[src/hdl/btpc_pkg.sv]
// ---------------------------------------------------------------------------
// Barometer compensation package
// Shared types, register codes, constants and pipeline depths for the
// temperature and pressure compensation pipeline.
// ---------------------------------------------------------------------------
package btpc_pkg;

  // Configuration port
  localparam int CFG_DATA_W = 64;

  typedef enum logic [1:0] {
    REG_CAL_TEMP    = 2'd0,
    REG_CAL_PRESS_A = 2'd1,
    REG_CAL_PRESS_B = 2'd2,
    REG_CAL_PRESS_C = 2'd3
  } cfg_reg_e;

  // Compensation constants
  localparam logic [31:0] FINE_OFFSET  = 32'd64000;
  localparam logic [31:0] DIV_BASE     = 32'd32768;
  localparam logic [31:0] PRESS_SCALE  = 32'd1048576;
  localparam logic [31:0] PRESS_MULT   = 32'd3125;
  localparam logic [31:0] TEMP_ROUND   = 32'd128;
  localparam logic signed [31:0] TEMP_MAX = 32'sd32767;
  localparam logic signed [31:0] TEMP_MIN = -32'sd32768;
  localparam logic signed [33:0] PRESS_MAX = 34'sd262143;

  // Pipeline depths
  localparam int TEMP_STAGES = 3;
  localparam int COEF_STAGES = 6;
  localparam int DIV_STAGES  = 32;
  localparam int FIN_STAGES  = 3;
  localparam int LATENCY     = TEMP_STAGES + COEF_STAGES + DIV_STAGES + FIN_STAGES;

  typedef struct packed {
    logic [19:0] raw_temperature;
    logic [19:0] raw_pressure;
  } sample_t;

  typedef struct packed {
    logic signed [15:0] temperature_centideg;
    logic [17:0]        pressure_pa;
    logic               pressure_valid;
  } result_t;

  // Calibration words, already extended to the 32-bit datapath.
  typedef struct packed {
    logic [31:0] t1;
    logic [31:0] t2;
    logic [31:0] t3;
    logic [31:0] p1;
    logic [31:0] p2;
    logic [31:0] p3;
    logic [31:0] p4;
    logic [31:0] p5;
    logic [31:0] p6;
    logic [31:0] p7;
    logic [31:0] p8;
    logic [31:0] p9;
  } cal_t;

  typedef struct packed {
    logic [31:0] a;
    logic [15:0] temperature;
    logic [19:0] raw_pressure;
  } temp_out_t;

  typedef struct packed {
    logic [31:0] dividend;
    logic [31:0] divisor;
    logic        doubled;
    logic        pvalid;
    logic [15:0] temperature;
  } div_in_t;

  typedef struct packed {
    logic [31:0] quotient;
    logic        doubled;
    logic        pvalid;
    logic [15:0] temperature;
  } div_out_t;

endpackage

[src/hdl/btpc_temp.sv]
// ---------------------------------------------------------------------------
// Temperature stages
// Three register stages that form the fine temperature, the saturated
// temperature in 0.01 degC and the first pressure term.
// ---------------------------------------------------------------------------
module btpc_temp
  import btpc_pkg::*;
(
  input  logic      clk,
  input  logic      rst,
  input  logic      in_valid,
  input  sample_t   sample,
  input  cal_t      cal,
  output logic      out_valid,
  output temp_out_t out_data
);

  logic        s1_valid;
  logic [31:0] s1_m1;
  logic [31:0] s1_m2;
  logic [19:0] s1_rawp;
  logic        s2_valid;
  logic [31:0] s2_v1;
  logic [31:0] s2_m3;
  logic [19:0] s2_rawp;

  logic [31:0] x1;
  logic [31:0] dt;
  logic [31:0] m2_sh;
  logic [31:0] v2;
  logic [31:0] tf;
  logic [31:0] t5;
  logic [31:0] tt;
  logic [15:0] t_sat;
  logic [31:0] a0;

  always_comb begin
    x1    = {15'd0, sample.raw_temperature[19:3]} - {cal.t1[30:0], 1'b0};
    dt    = {16'd0, sample.raw_temperature[19:4]} - cal.t1;
    m2_sh = 32'($signed(s1_m2) >>> 12);
    v2    = 32'($signed(s2_m3) >>> 14);
    tf    = s2_v1 + v2;
    t5    = {tf[29:0], 2'b00} + tf + TEMP_ROUND;
    tt    = 32'($signed(t5) >>> 8);
    if ($signed(tt) > TEMP_MAX) begin
      t_sat = TEMP_MAX[15:0];
    end else if ($signed(tt) < TEMP_MIN) begin
      t_sat = TEMP_MIN[15:0];
    end else begin
      t_sat = tt[15:0];
    end
    a0 = 32'($signed(tf) >>> 1) - FINE_OFFSET;
  end

  always_ff @(posedge clk) begin
    if (rst) begin
      s1_valid  <= 1'b0;
      s2_valid  <= 1'b0;
      out_valid <= 1'b0;
    end else begin
      s1_valid  <= in_valid;
      s2_valid  <= s1_valid;
      out_valid <= s2_valid;
    end
  end

  always_ff @(posedge clk) begin
    s1_m1   <= x1 * cal.t2;
    s1_m2   <= dt * dt;
    s1_rawp <= sample.raw_pressure;
    s2_v1   <= 32'($signed(s1_m1) >>> 11);
    s2_m3   <= m2_sh * cal.t3;
    s2_rawp <= s1_rawp;
    out_data.a            <= a0;
    out_data.temperature  <= t_sat;
    out_data.raw_pressure <= s2_rawp;
  end

endmodule

[config.mk]
export PLATFORM = sky130hd
export DESIGN_NAME = btpc_temp
export DESIGN_NICKNAME = d
export VERILOG_FILES = /design/src/hdl/btpc_pkg.sv /design/src/hdl/btpc_temp.sv
export SDC_FILE = /design/constraint.sdc
export NUM_CORES = 2
export LEC_CHECK = 0
export BUFFER_PORTS_ARGS = -buffer_cell sky130_fd_sc_hd__buf_2
export CAP_MARGIN = 10
export CELL_PAD_IN_SITES_DETAIL_PLACEMENT = 1
export CELL_PAD_IN_SITES_GLOBAL_PLACEMENT = 1
export CORE_MARGIN = 4
export CORE_UTILIZATION = 45
export DETAILED_ROUTE_END_ITERATION = 12
export GPL_TIMING_DRIVEN = 0
export PLACE_DENSITY = 0.82
export SYNTH_ARGS = -nofsm -noshare
export SYNTH_HDL_FRONTEND = slang
export SYNTH_SLANG_ARGS = --single-unit
[constraint.sdc]
create_clock -name clk -period 23.8 [get_ports clk]
set_input_delay 3.57 -clock clk [delete_from_list [all_inputs] [get_ports clk]]
set_output_delay 3.57 -clock clk [all_outputs]
set_load 0.005 [all_outputs]
Word-level counts from Yosys, hierarchy flattened. Index checks and enable logic that the tools add are counted.

Flip-flop bits (word level): 228. Latch bits: 0. RAM bits: 0. Memory bits (read-only): 0. Bits of input ports: 427. Output and inout bits: 69. Logic and storage cells: 24. Memories: 0.

$add $sub $neg: 6. $mul: 3. Div/mod/pow operators: 0. $lt $le $gt $ge: 2. Equality and inequality tests: 0. Shifts and indexed selects: 0. Multiplexer cells: 1. Bitwise gates (word level): 0. Reduce and logical (&&, ||, !) cells: 0.

Operators with widths (count): multiplier 32 x 32 -> 32 bit (2); adder 32 x 8 -> 32 bit (second input constant) (1); multiplier 20 x 32 -> 32 bit (1); subtractor 16 x 32 -> 32 bit (1); subtractor 17 x 32 -> 32 bit (1); adder 24 x 22 -> 25 bit (1); > comparator 24 x 16 -> 1 bit (second input constant) (1); less-than comparator 24 x 16 -> 1 bit (second input constant) (1); adder 21 x 18 -> 22 bit (1); subtractor 21 x 17 -> 22 bit (second input constant) (1); two-way mux 16 bit (1).

Depth between registers and ports, before layout.
Word-level depth: 5. Depth in mapped cells: 38. Depth with buffers taken out: 37.

Worst setup path after synthesis. Ideal clock, no wire load.

Path type: input to register. From: in sample[24] (netlist bit). To: reg s1_m1[31]. Data arrival time: 12127 ps. Required time: 23671 ps. Path slack: 11543 ps. Cell stages on the path: 36. Buffers on the path: 2. Cell sequence: inv_1 > ha_1 > fa_1 > nor2b_1 > o31a_1 > o211ai_1 > a21o_1 > nand2_1 > a21oi_2 > or3_1 > clkbuf_1 > xor2_1 > clkbuf_1 > nand2_1 > fa_1 > inv_1 > fa_1 > fa_1 > inv_1 > fa_1 > fa_1 > fa_1 > fa_1 > fa_1 > xor2_1 > xnor2_1 > xnor2_1 > xnor2_1 > xnor2_1 > xnor2_1 > xnor2_1 > xnor2_1 > xnor3_1 > xnor2_1 > xnor2_1 > xnor3_1.

Word-level cells in the longest chain between the ends: 2.

RTL lines: from (decl) (RTL line btpc_temp.sv:12) `input sample_t sample,`; subtractor 17 x 32 -> 32 bit (RTL line btpc_temp.sv:38) `x1 = {15'd0, sample.raw_temperature[19:3]} - {cal.t1[30:0], 1'b0};`; multiplier 32 x 32 -> 32 bit (RTL line btpc_temp.sv:68) `s1_m1 <= x1 * cal.t2;`; to (signal assigned) (RTL line btpc_temp.sv:68); to (decl) (RTL line btpc_temp.sv:19) `logic [31:0] s1_m1;`.

No other way between the ends. A chain may end at the register's enable or synchronous reset.

Final worst setup path. Ends and elaborated chain as after synthesis.

==> impl_metrics.env <==
export IMPL_status="complete, no violations"
export IMPL_synth_seq_cells=181
export IMPL_die_h_um=335
export IMPL_fill_cells=12200
export IMPL_max_cap_violations=0
export IMPL_hold_buffers=0
export IMPL_final_setup_tns_ns=0
export IMPL_htreeDepth=4
export IMPL_drtAntennaViolNets=0
export IMPL_finClkSkew_ns=0.0286
export IMPL_cts_setup_buffers=0
export IMPL_crit_path_start_kind="input port"
export IMPL_synth_cells=5161
export IMPL_ctsResizeCount=0
export IMPL_dp_final_hpwl_um=137000
export IMPL_cts_sinks=181
export IMPL_drt_iter0_drc=2581
export IMPL_yosys_warnings=0
export IMPL_areaGrowthSynthToFinish_pct=7.06
export IMPL_finalCritPeriodShare=0.619
export IMPL_via_count=36800
export IMPL_clockBufferDepth=2
export IMPL_coreArea_sq_um=106000
export IMPL_clk_latency_ns=0.47
export IMPL_worst_path_max_fanout=10
export IMPL_drtPass1Iterations=5
export IMPL_syn_area_sq_um=48000
export IMPL_ys_flop_type="dfxtp_1"
export IMPL_initial_core_util=0.455
export IMPL_vias_per_cell=5.42
export IMPL_required_ns=24.10
export IMPL_multi_input_area_sq_um=38800
export IMPL_synth_seq_area_share=0.0755
export IMPL_grt_max_degree=20
export IMPL_gp_congestion=0.968
export IMPL_cpMostUsedCell="fa_1"
export IMPL_drc=0
export IMPL_arrival_ns=15.04
export IMPL_hold_viol=0
export IMPL_synthesis_nets=7126
export IMPL_worstMarginPinSlew_ns=1.43
export IMPL_end_kind="flop"
export IMPL_cts_made_buffers=17
export IMPL_drive_gt1_frac=0.0522
export IMPL_grt_pass1_vias=42800
export IMPL_fmax_ghz=0.0679
export IMPL_grt_ovfl_total=0
export IMPL_final_seq_area_sq_um=3620
export IMPL_grt_pass1_wl_um=250000
export IMPL_synth_enable_flop_cells=0
export IMPL_slowest_stage="xnor2_1"
export IMPL_routedWlPerCell_um=24.1
export IMPL_report_final_slew_viol_count=0
export IMPL_clk_pin_slew_ns=0.08
export IMPL_holdCritPathClass="flop to flop"
export IMPL_ios=496
export IMPL_die_area_sq_um=112000
export IMPL_ys_types=80
export IMPL_grt_use_total=0.298
export IMPL_clk_root_buffer_cell="clkbuf_16"
export IMPL_criticalPathCategory="input port to flop"
export IMPL_rsz0062_at_grt="no"
export IMPL_cts_tree="yes"
export IMPL_antenna_found_initial=15
export IMPL_relSlewSlack=0.0477
export IMPL_async_flop_share=0
export IMPL_port_buffers=184
export IMPL_fin_nets=7334
export IMPL_layout_min_cycle_time_ns=14.74
export IMPL_die_w_um=335
export IMPL_routed_wl_um=163000
export IMPL_timing_critical_path_slowest_cell_delay_ns=0.92
export IMPL_rows=119
export IMPL_avgSynthCellArea_sq_um=9.30
export IMPL_setup_viol=0
==> cell usage after synthesis (12+ instances only) <==
cell type  number  area (sq um)
inv_1        1255          4710
nand3_1        15          75.1
nand2b_1       82           513
and2_1        344          2150
clkbuf_1      188           706
nor2_1        232           871
o21a_1         24           180
dfxtp_1       181          3620
and3_1         14          87.6
a21o_1         44           330
fa_1         1127         22600
xor2_1         68           596
nor3_1         27           135
xnor2_1       186          1630
o21bai_1       12          90.1
a21oi_1        61           305
ha_1          411          5140
nor2b_1        40           250
nand2_1       647          2430
o21ai_0        36           180
==> worst max-delay path, delay by kind of cell <==
kind                       cells  cell delay [ns]
adders and majority gates     11             4.67
AOI/OAI and AO/OA             12             2.57
and+or+nand+nor                4             0.73
buffers and inverters          9             1.93
xor gates and xnor gates       2             1.54
==> metrics by stage <==
step	cell area [sq um]	utilization	worst slack, ns	hold WS (ns)	std cells
2_1_floorplan	48000	-	11.54	0.310	5161
3_3_place_gp	50700	0.480	8.61	0.310	6736
3_5_place_dp	50700	0.481	8.73	0.313	6739
4_1_cts	51300	0.486	9.18	0.328	6771
5_1_grt	51400	0.487	8.86	0.332	6773
6_report	51400	0.487	9.06	0.324	6784
==> final timing paths <==
| kind | cells past startpoint | slack, ns | end | startpoint |
|---|---|---|---|---|
| hold / removal | 0 | 0.32 | s2_v1[3] | s1_m1[14] |
| hold reg to reg | 0 | 0.32 | s2_v1[3] | s1_m1[14] |
| setup reg to reg | 26 | 15.24 | s2_m3[31] | s1_m2[15] |
| setup / recovery | 38 | 9.06 | s1_m1[31] | sample[24] |
==> logic make-up after synthesis <==
kind of cell,synth area share
buf+inv,0.116
fa+ha+maj,0.577
flops,0.0755
compound gates,0.0373
mux,0.000678
simple gates,0.144
xor+xnor,0.0497
==> cell type report <==
type | count | share of cell area
multi-input cells | 3512 | 0.756
inverters | 1257 | 0.0918
flip-flops and latches | 181 | 0.0705
well taps | 1391 | 0.0339
repair buffers | 189 | 0.0190
plain buffers | 211 | 0.0166
clock buffers | 18 | 0.00835
clock inverters | 14 | 0.00358
diodes | 11 | 0.000536
==> layer usage <==
layer | vias to the layer above | part of all wire | GRT usage
met1 | 19100 | 0.37 | 0.351
met2 | 1736 | 0.49 | 0.512
li1 | 15400 | - | -
met5 | - | 0.00022 | 0
met3 | 557 | 0.081 | 0.0609
met4 | 6 | 0.067 | 0.162
==> placed cells by master (no fill, tap or decap), types with 40 or more instances in the layout <==
cell type  instances
and2_1           344
nor2_1           232
buf_2            184
a21oi_1           61
nor2b_1           40
nand2_1          647
xnor2_1          183
dfxtp_1          181
inv_1           1255
clkbuf_1         189
xor2_1            67
ha_1             411
a21o_1            44
fa_1            1127
nand2b_1          82
==> registers in the layout, summed over array words and instances (netlist names) <==
signal,flops
out_data,58
s1_m1,21
s2_v1,21
s1_m2,20
s1_rawp,20
s2_rawp,20
s2_m3,18
out_valid,1
s1_valid,1
s2_valid,1
Power is left out: the tool's default activity adds up to more than one toggle a clock period on the data nets, which glitch-free logic cannot reach.
