File: src/hdl/btpc_pkg.sv
// ---------------------------------------------------------------------------
// Barometer compensation package
// Shared types, register codes, constants and pipeline depths for the
// temperature and pressure compensation pipeline.
// ---------------------------------------------------------------------------
package btpc_pkg;

  // Configuration port
  localparam int CFG_DATA_W = 64;

  typedef enum logic [1:0] {
    REG_CAL_TEMP    = 2'd0,
    REG_CAL_PRESS_A = 2'd1,
    REG_CAL_PRESS_B = 2'd2,
    REG_CAL_PRESS_C = 2'd3
  } cfg_reg_e;

  // Compensation constants
  localparam logic [31:0] FINE_OFFSET  = 32'd64000;
  localparam logic [31:0] DIV_BASE     = 32'd32768;
  localparam logic [31:0] PRESS_SCALE  = 32'd1048576;
  localparam logic [31:0] PRESS_MULT   = 32'd3125;
  localparam logic [31:0] TEMP_ROUND   = 32'd128;
  localparam logic signed [31:0] TEMP_MAX = 32'sd32767;
  localparam logic signed [31:0] TEMP_MIN = -32'sd32768;
  localparam logic signed [33:0] PRESS_MAX = 34'sd262143;

  // Pipeline depths
  localparam int TEMP_STAGES = 3;
  localparam int COEF_STAGES = 6;
  localparam int DIV_STAGES  = 32;
  localparam int FIN_STAGES  = 3;
  localparam int LATENCY     = TEMP_STAGES + COEF_STAGES + DIV_STAGES + FIN_STAGES;

  typedef struct packed {
    logic [19:0] raw_temperature;
    logic [19:0] raw_pressure;
  } sample_t;

  typedef struct packed {
    logic signed [15:0] temperature_centideg;
    logic [17:0]        pressure_pa;
    logic               pressure_valid;
  } result_t;

  // Calibration words, already extended to the 32-bit datapath.
  typedef struct packed {
    logic [31:0] t1;
    logic [31:0] t2;
    logic [31:0] t3;
    logic [31:0] p1;
    logic [31:0] p2;
    logic [31:0] p3;
    logic [31:0] p4;
    logic [31:0] p5;
    logic [31:0] p6;
    logic [31:0] p7;
    logic [31:0] p8;
    logic [31:0] p9;
  } cal_t;

  typedef struct packed {
    logic [31:0] a;
    logic [15:0] temperature;
    logic [19:0] raw_pressure;
  } temp_out_t;

  typedef struct packed {
    logic [31:0] dividend;
    logic [31:0] divisor;
    logic        doubled;
    logic        pvalid;
    logic [15:0] temperature;
  } div_in_t;

  typedef struct packed {
    logic [31:0] quotient;
    logic        doubled;
    logic        pvalid;
    logic [15:0] temperature;
  } div_out_t;

endpackage

File: src/hdl/btpc_final.sv
// ---------------------------------------------------------------------------
// Pressure correction stages
// Three register stages that apply the second-order correction to the
// quotient, saturate the pressure and register the result.
// ---------------------------------------------------------------------------
module btpc_final
  import btpc_pkg::*;
(
  input  logic     clk,
  input  logic     rst,
  input  logic     in_valid,
  input  div_out_t in_data,
  input  cal_t     cal,
  output logic     out_valid,
  output result_t  out_data
);

  logic        f1_valid;
  logic [31:0] f1_p;
  logic [31:0] f1_sq;
  logic [31:0] f1_m8;
  logic        f1_pvalid;
  logic [15:0] f1_temp;
  logic        f2_valid;
  logic [31:0] f2_p;
  logic [31:0] f2_corr;
  logic        f2_pvalid;
  logic [15:0] f2_temp;

  logic [31:0]        p;
  logic [31:0]        p3;
  logic [31:0]        sq_full;
  logic [31:0]        c1;
  logic [31:0]        corr_sum;
  logic signed [33:0] fin;
  logic [17:0]        press;

  always_comb begin
    p        = in_data.doubled ? {in_data.quotient[30:0], 1'b0} : in_data.quotient;
    p3       = {3'd0, p[31:3]};
    sq_full  = p3 * p3;
    c1       = 32'($signed(cal.p9 * f1_sq) >>> 12);
    corr_sum = c1 + 32'($signed(f1_m8) >>> 13) + cal.p7;
    fin      = $signed({2'b00, f2_p}) + $signed({{2{f2_corr[31]}}, f2_corr});
    if (fin < 0) begin
      press = '0;
    end else if (fin > PRESS_MAX) begin
      press = PRESS_MAX[17:0];
    end else begin
      press = fin[17:0];
    end
  end

  always_ff @(posedge clk) begin
    if (rst) begin
      f1_valid  <= 1'b0;
      f2_valid  <= 1'b0;
      out_valid <= 1'b0;
    end else begin
      f1_valid  <= in_valid;
      f2_valid  <= f1_valid;
      out_valid <= f2_valid;
    end
  end

  always_ff @(posedge clk) begin
    f1_p      <= p;
    f1_sq     <= {13'd0, sq_full[31:13]};
    f1_m8     <= {2'd0, p[31:2]} * cal.p8;
    f1_pvalid <= in_data.pvalid;
    f1_temp   <= in_data.temperature;
    f2_p      <= f1_p;
    f2_corr   <= 32'($signed(corr_sum) >>> 4);
    f2_pvalid <= f1_pvalid;
    f2_temp   <= f1_temp;
    out_data.temperature_centideg <= $signed(f2_temp);
    out_data.pressure_pa          <= f2_pvalid ? press : '0;
    out_data.pressure_valid       <= f2_pvalid;
  end

endmodule

File: config.mk
export PLATFORM = sky130hd
export DESIGN_NAME = btpc_final
export DESIGN_NICKNAME = d
export VERILOG_FILES = /design/src/hdl/btpc_pkg.sv /design/src/hdl/btpc_final.sv
export SDC_FILE = /design/constraint.sdc
export NUM_CORES = 2
export LEC_CHECK = 0
export ABC_AREA = 1
export BUFFER_PORTS_ARGS = -buffer_cell sky130_fd_sc_hd__buf_2
export CAP_MARGIN = 20
export CORE_MARGIN = 4
export CORE_UTILIZATION = 50
export DETAILED_ROUTE_END_ITERATION = 12
export PLACE_DENSITY = 0.66
export RECOVER_POWER = 50
export REMOVE_ABC_BUFFERS = 1
export SETUP_SLACK_MARGIN = 0.02
export SYNTH_ARGS = -nofsm -noshare
export SYNTH_HDL_FRONTEND = slang
export SYNTH_SLANG_ARGS = --single-unit
File: constraint.sdc
create_clock -name clk -period 29.4 [get_ports clk]
set_input_delay 5.88 -clock clk [delete_from_list [all_inputs] [get_ports clk]]
set_output_delay 5.88 -clock clk [all_outputs]
set_load 0.05 [all_outputs]
-- Word level (Yosys, flattened, before mapping)
Index checks and enable logic that the tools add are counted.
- multiplexer cells: 2
- bitwise operators: 1
- add/subtract/negate cells: 3
- $lt $le $gt $ge: 2
- multipliers: 3
- reduce and logical (&&, ||, !) cells: 1
- operators by type and width (kind ; number):
    33-bit by 28-bit adder with 34-bit output ; 1
    34-bit by 19-bit greater-than comparator with 1-bit output (second input constant) ; 1
    34-bit by 1-bit < comparator with 1-bit output (second input constant) ; 1
    32-bit adder ; 1
    29-bit by 29-bit multiplier with 32-bit output ; 1
    30-bit by 32-bit multiplier with 32-bit output ; 1
    32-bit by 19-bit multiplier with 32-bit output ; 1
    32-bit 2-to-1 mux ; 1
    20-bit by 19-bit adder with 21-bit output ; 1
    18-bit 2-to-1 mux ; 1
    2-bit OR reduction ; 1
    1-bit NOT ; 1
- flip-flop bits (word level): 215

-- Longest topological paths before layout
- depth in word-level cells: 3
- gate-level depth with buffers: 48
- mapped depth without buffers: 46

-- Worst setup path after synthesis
OpenSTA, ideal clock, no wires.
- kind: input-to-reg
- start point: input cal[9] (netlist bit)
- end point: register f2_corr[26]
- setup time: 0.120 ns
- arrival: 13.964 ns
- stages: 43
- path buffers: 2
- slack: 15.317 ns
- required time: 29.280 ns
- cells stage by stage: clkbuf_1 clkbuf_1 nand2_1 inv_1 fa_1 fa_1 inv_1 fa_1 inv_1 fa_1 fa_1 inv_1 fa_1 inv_1 ha_1 a21oi_1 o21ai_0 a21oi_1 [7 not listed] a21oi_1 a21boi_0 o21ai_0 a21oi_1 o21ai_0 a31oi_1 o21ai_0 xor2_1 ha_1 a21oi_1 o21a_1 o21ai_0 a21oi_1 nand2_1 a21oi_1 nand2b_1 nand3_1 xor2_1
- cells in the longest elaborated chain, start to end: 3
- ends and longest elaborated chain (item ; line ; text):
    start, declared ; btpc_final.sv:13 ; input cal_t cal,
    32-bit by 19-bit multiplier with 32-bit output ; btpc_final.sv:42 ; c1 = 32'($signed(cal.p9 * f1_sq) >>> 12);
    20-bit by 19-bit adder with 21-bit output ; btpc_final.sv:43 ; corr_sum = c1 + 32'($signed(f1_m8) >>> 13) + cal.p7;
    32-bit adder ; btpc_final.sv:43 ;
    via corr_sum[30] ; btpc_final.sv:34 ; logic [31:0] corr_sum;
    end signal, assigned ; btpc_final.sv:73 ; f2_corr <= 32'($signed(corr_sum) >>> 4);
    end, declared ; btpc_final.sv:26 ; logic [31:0] f2_corr;
The timed path passes the listed nets, and every way through them passes these cells.
A chain may end at the register's enable or synchronous reset.

-- Final worst setup path
- start point: input in_data[17] (netlist bit)
- end point: register f1_sq[18]
- cells in the longest elaborated chain, start to end: 2
- ends and longest elaborated chain (item ; line ; text):
    start, declared ; btpc_final.sv:12 ; input div_out_t in_data,
    32-bit 2-to-1 mux ; btpc_final.sv:39 ; p = in_data.doubled ? {in_data.quotient[30:0], 1'b0} : in_data.quotient;
    29-bit by 29-bit multiplier with 32-bit output ; btpc_final.sv:41 ; sq_full = p3 * p3;
    via sq_full[31] ; btpc_final.sv:32 ; logic [31:0] sq_full;
    end signal, assigned ; btpc_final.sv:68 ; f1_sq <= {13'd0, sq_full[31:13]};
    end, declared ; btpc_final.sv:20 ; logic [31:0] f1_sq;
The timed path passes the listed nets, and every way through them passes these cells.

==> metrics <==
CP Launch Type=input pin; # fillers=9859; crit path capture type=register; # DRC=0; non-filler cells, final=7984; placed instance count=7940; Final Hold Viols=0; Clk pin slew, worst setup/hold paths=0.07 ns; RSZ-0062 raised after global routing=no; Overflow after GRT=0; width of the die=330 um; Synth Warn #=0; delay of the slowest critical-path stage=1.62 ns; Placement Rows=117; vias per inst=5.13; share of cells above drive strength 1=4.58%; CTS root buffer=clkbuf_16; storage element area=4040 um2; core area=102000 um2; # H-tree levels=1; Final Cycle Share=61.9%; total number of vias=40900; R2R Path Start=f1_sq[10]$_DFF_P_; Max transition margin=-97.5%; Initial Util=50.7%; PortBufs=184; Achievable Freq=55.0 MHz; first-pass GRT wire length=234000 um; WL per Instance=18.4 um; vias in the first global route=43000; Post-CTS Setup Inserts=0; Synth cell types=62; max-cap check violation count=7; Post-synth EDFFs=0; Inserted Clock Buffers=22; Mean Syn Cell Area=7.91 um2; asr flop ratio synth=0%; Multi-input gate area=39900 um2; Chip Height=330 um; post-CTS resize count=0; All-Layer GR Usage=27.7%; Sink Count=202; maximum clock path buffer count=3; arrival time at the worst endpoint=18.58 ns; router iterations before antenna repair=5; CTS tree=done; initial antenna violation count=13; final net count=8546; minimum clock period=18.19 ns; setup TNS=0 ns; area grow syn2layout=5.27%; FF+latch count, synth=202; skew final=0.0232 ns; Post-Route WL=147000 um; outcome=finished, violations left; Post-DP HPWL=117000 um; CP most frequent cell=fa_1; CP Data Required Time=29.80 ns; critical path class=input pin to register; measured slew at the worst slew-check pin=2.93 ns; CP Max Fanout=46; CTS Hold Buffers Added=0; violated checks=capacitance limit, slew limit; Syn Inst Count=6569; Slew Limit Fails=181; Synth Flop Type=dfxtp_1; sequential share of the synthesized area=7.79%; hold slack=0.315 ns; CP startpoint=in_data[17]; Routability Congestion=0.915; First DRT Iteration DRCs=2983; Final setup viols=0; Final ANT Viol Nets=0; worst-skew pair later-pin latency=0.55 ns; CP max stage cell=clkbuf_1; min-delay src=f1_temp[2]$_DFF_P_; Tightest Hold Check Type=register to register; pin count of the biggest net entering global routing=47; post-synthesis instance area=51900 um2; Top Ports=473; Die Area=109000 um2
==> metal layers <==
layer	vias up	GRT usage, %	part of all wire (%)
met3	317	3.79	8.2
met4	8	9.25	4.0
met2	1617	45.6	47
met1	20200	37.9	41
met5	-	0	0.028
li1	18800	-	-
==> state kept, by name (all words and copies together) (netlist names) <==
| signal | cells |
|---|---|
| f1_m8 | 19 |
| f1_p | 32 |
| f1_pvalid | 1 |
| f1_sq | 19 |
| f1_temp | 16 |
| f1_valid | 1 |
| f2_corr | 28 |
| f2_p | 32 |
| f2_pvalid | 1 |
| f2_temp | 16 |
| f2_valid | 1 |
| out_data | 35 |
| out_valid | 1 |
==> synthesized netlist by cell type, drive strengths merged, types with 2 or more instances <==
cell type	count	area, um2
xor2	135	1180
buf	45	245
o221ai	2	17.5
a31oi	7	43.8
a211oi	3	22.5
nor4	7	43.8
clkbuf	179	673
o21bai	16	120
o31ai	2	15.0
nor3	33	170
xnor2	70	636
o2111ai	4	35.0
or2	6	37.5
dfxtp	202	4040
inv	1857	6980
nor2	498	1880
nand3b	15	125
fa	1122	22500
nand4	26	163
o211ai	5	47.5
and2	9	57.6
ha	391	4890
clkinv	7	27.5
a21o	12	90.1
o21ai	89	490
a21boi	4	30.0
nand3	114	581
nand2	1493	5630
a21oi	192	998
o21a	11	82.6
a221oi	5	43.8
==> worst max-delay path: cells and delay by family <==
family	cells	cell delay (ns)
fa+ha+maj	9	4.33
compound gates	2	0.66
simple gates	12	1.81
buf+inv	11	5.84
==> placed cells by master (no fill, tap or decap), drive strengths merged, types with 2 or more instances in the layout <==
master,count
a211oi,3
a21boi,4
a21o,12
a21oi,192
a221oi,5
a31oi,7
and2,9
buf,217
bufinv,3
clkbuf,37
clkinv,10
clkinvlp,2
dfxtp,202
diode,4
fa,1122
ha,391
inv,1862
nand2,1493
nand3,114
nand3b,15
nand4,26
nor2,498
nor3,33
nor4,7
o2111ai,4
o211ai,5
o21a,11
o21ai,89
o21bai,16
o221ai,2
o31ai,2
or2,6
xnor2,70
xor2,135
==> stage by stage <==
step | setup WS (ns) | utilization [%] | instance area [um2]
after floorplan | 15.83 | - | 51000
after global placement | 14.08 | 52.7 | 54000
after detailed placement | 14.09 | 52.7 | 54000
after CTS | 14.64 | 53.4 | 54800
after global routing | 10.51 | 53.4 | 54700
final | 11.21 | 53.4 | 54700
==> worst paths after layout <==
kind	end	slack, ns	cells past startpoint
min	f2_temp[2]$_DFF_P_	0.31	0
max reg2reg	f2_corr[26]$_DFF_P_	19.40	40
min reg2reg	f2_temp[2]$_DFF_P_	0.31	0
max	f1_sq[18]$_DFF_P_	11.21	34
==> layout make-up <==
class,instances,area share [%]
Clock inverter,13,0.357
Multi-Input combinational cell,4279,73.0
Clock buffer,27,1.06
Timing Repair Buffer,227,2.22
Sequential cell,202,7.40
Inverter,1864,12.8
Tap cell,1368,3.13
Antenna cell,4,0.0183
==> kinds of logic after synthesis <==
family,after synthesis,synth area share (%)
XOR/XNOR,206,3.54
flip-flops,202,7.79
adder cells (fa/ha/maj),1513,52.7
AND/OR/NAND/NOR,2203,16.8
AO/OA/AOI/OAI,357,4.01
buffers and inverters,2088,15.3
Power is left out: the tool's default activity adds up to more than one toggle a clock period on the data nets, which glitch-free logic cannot reach.
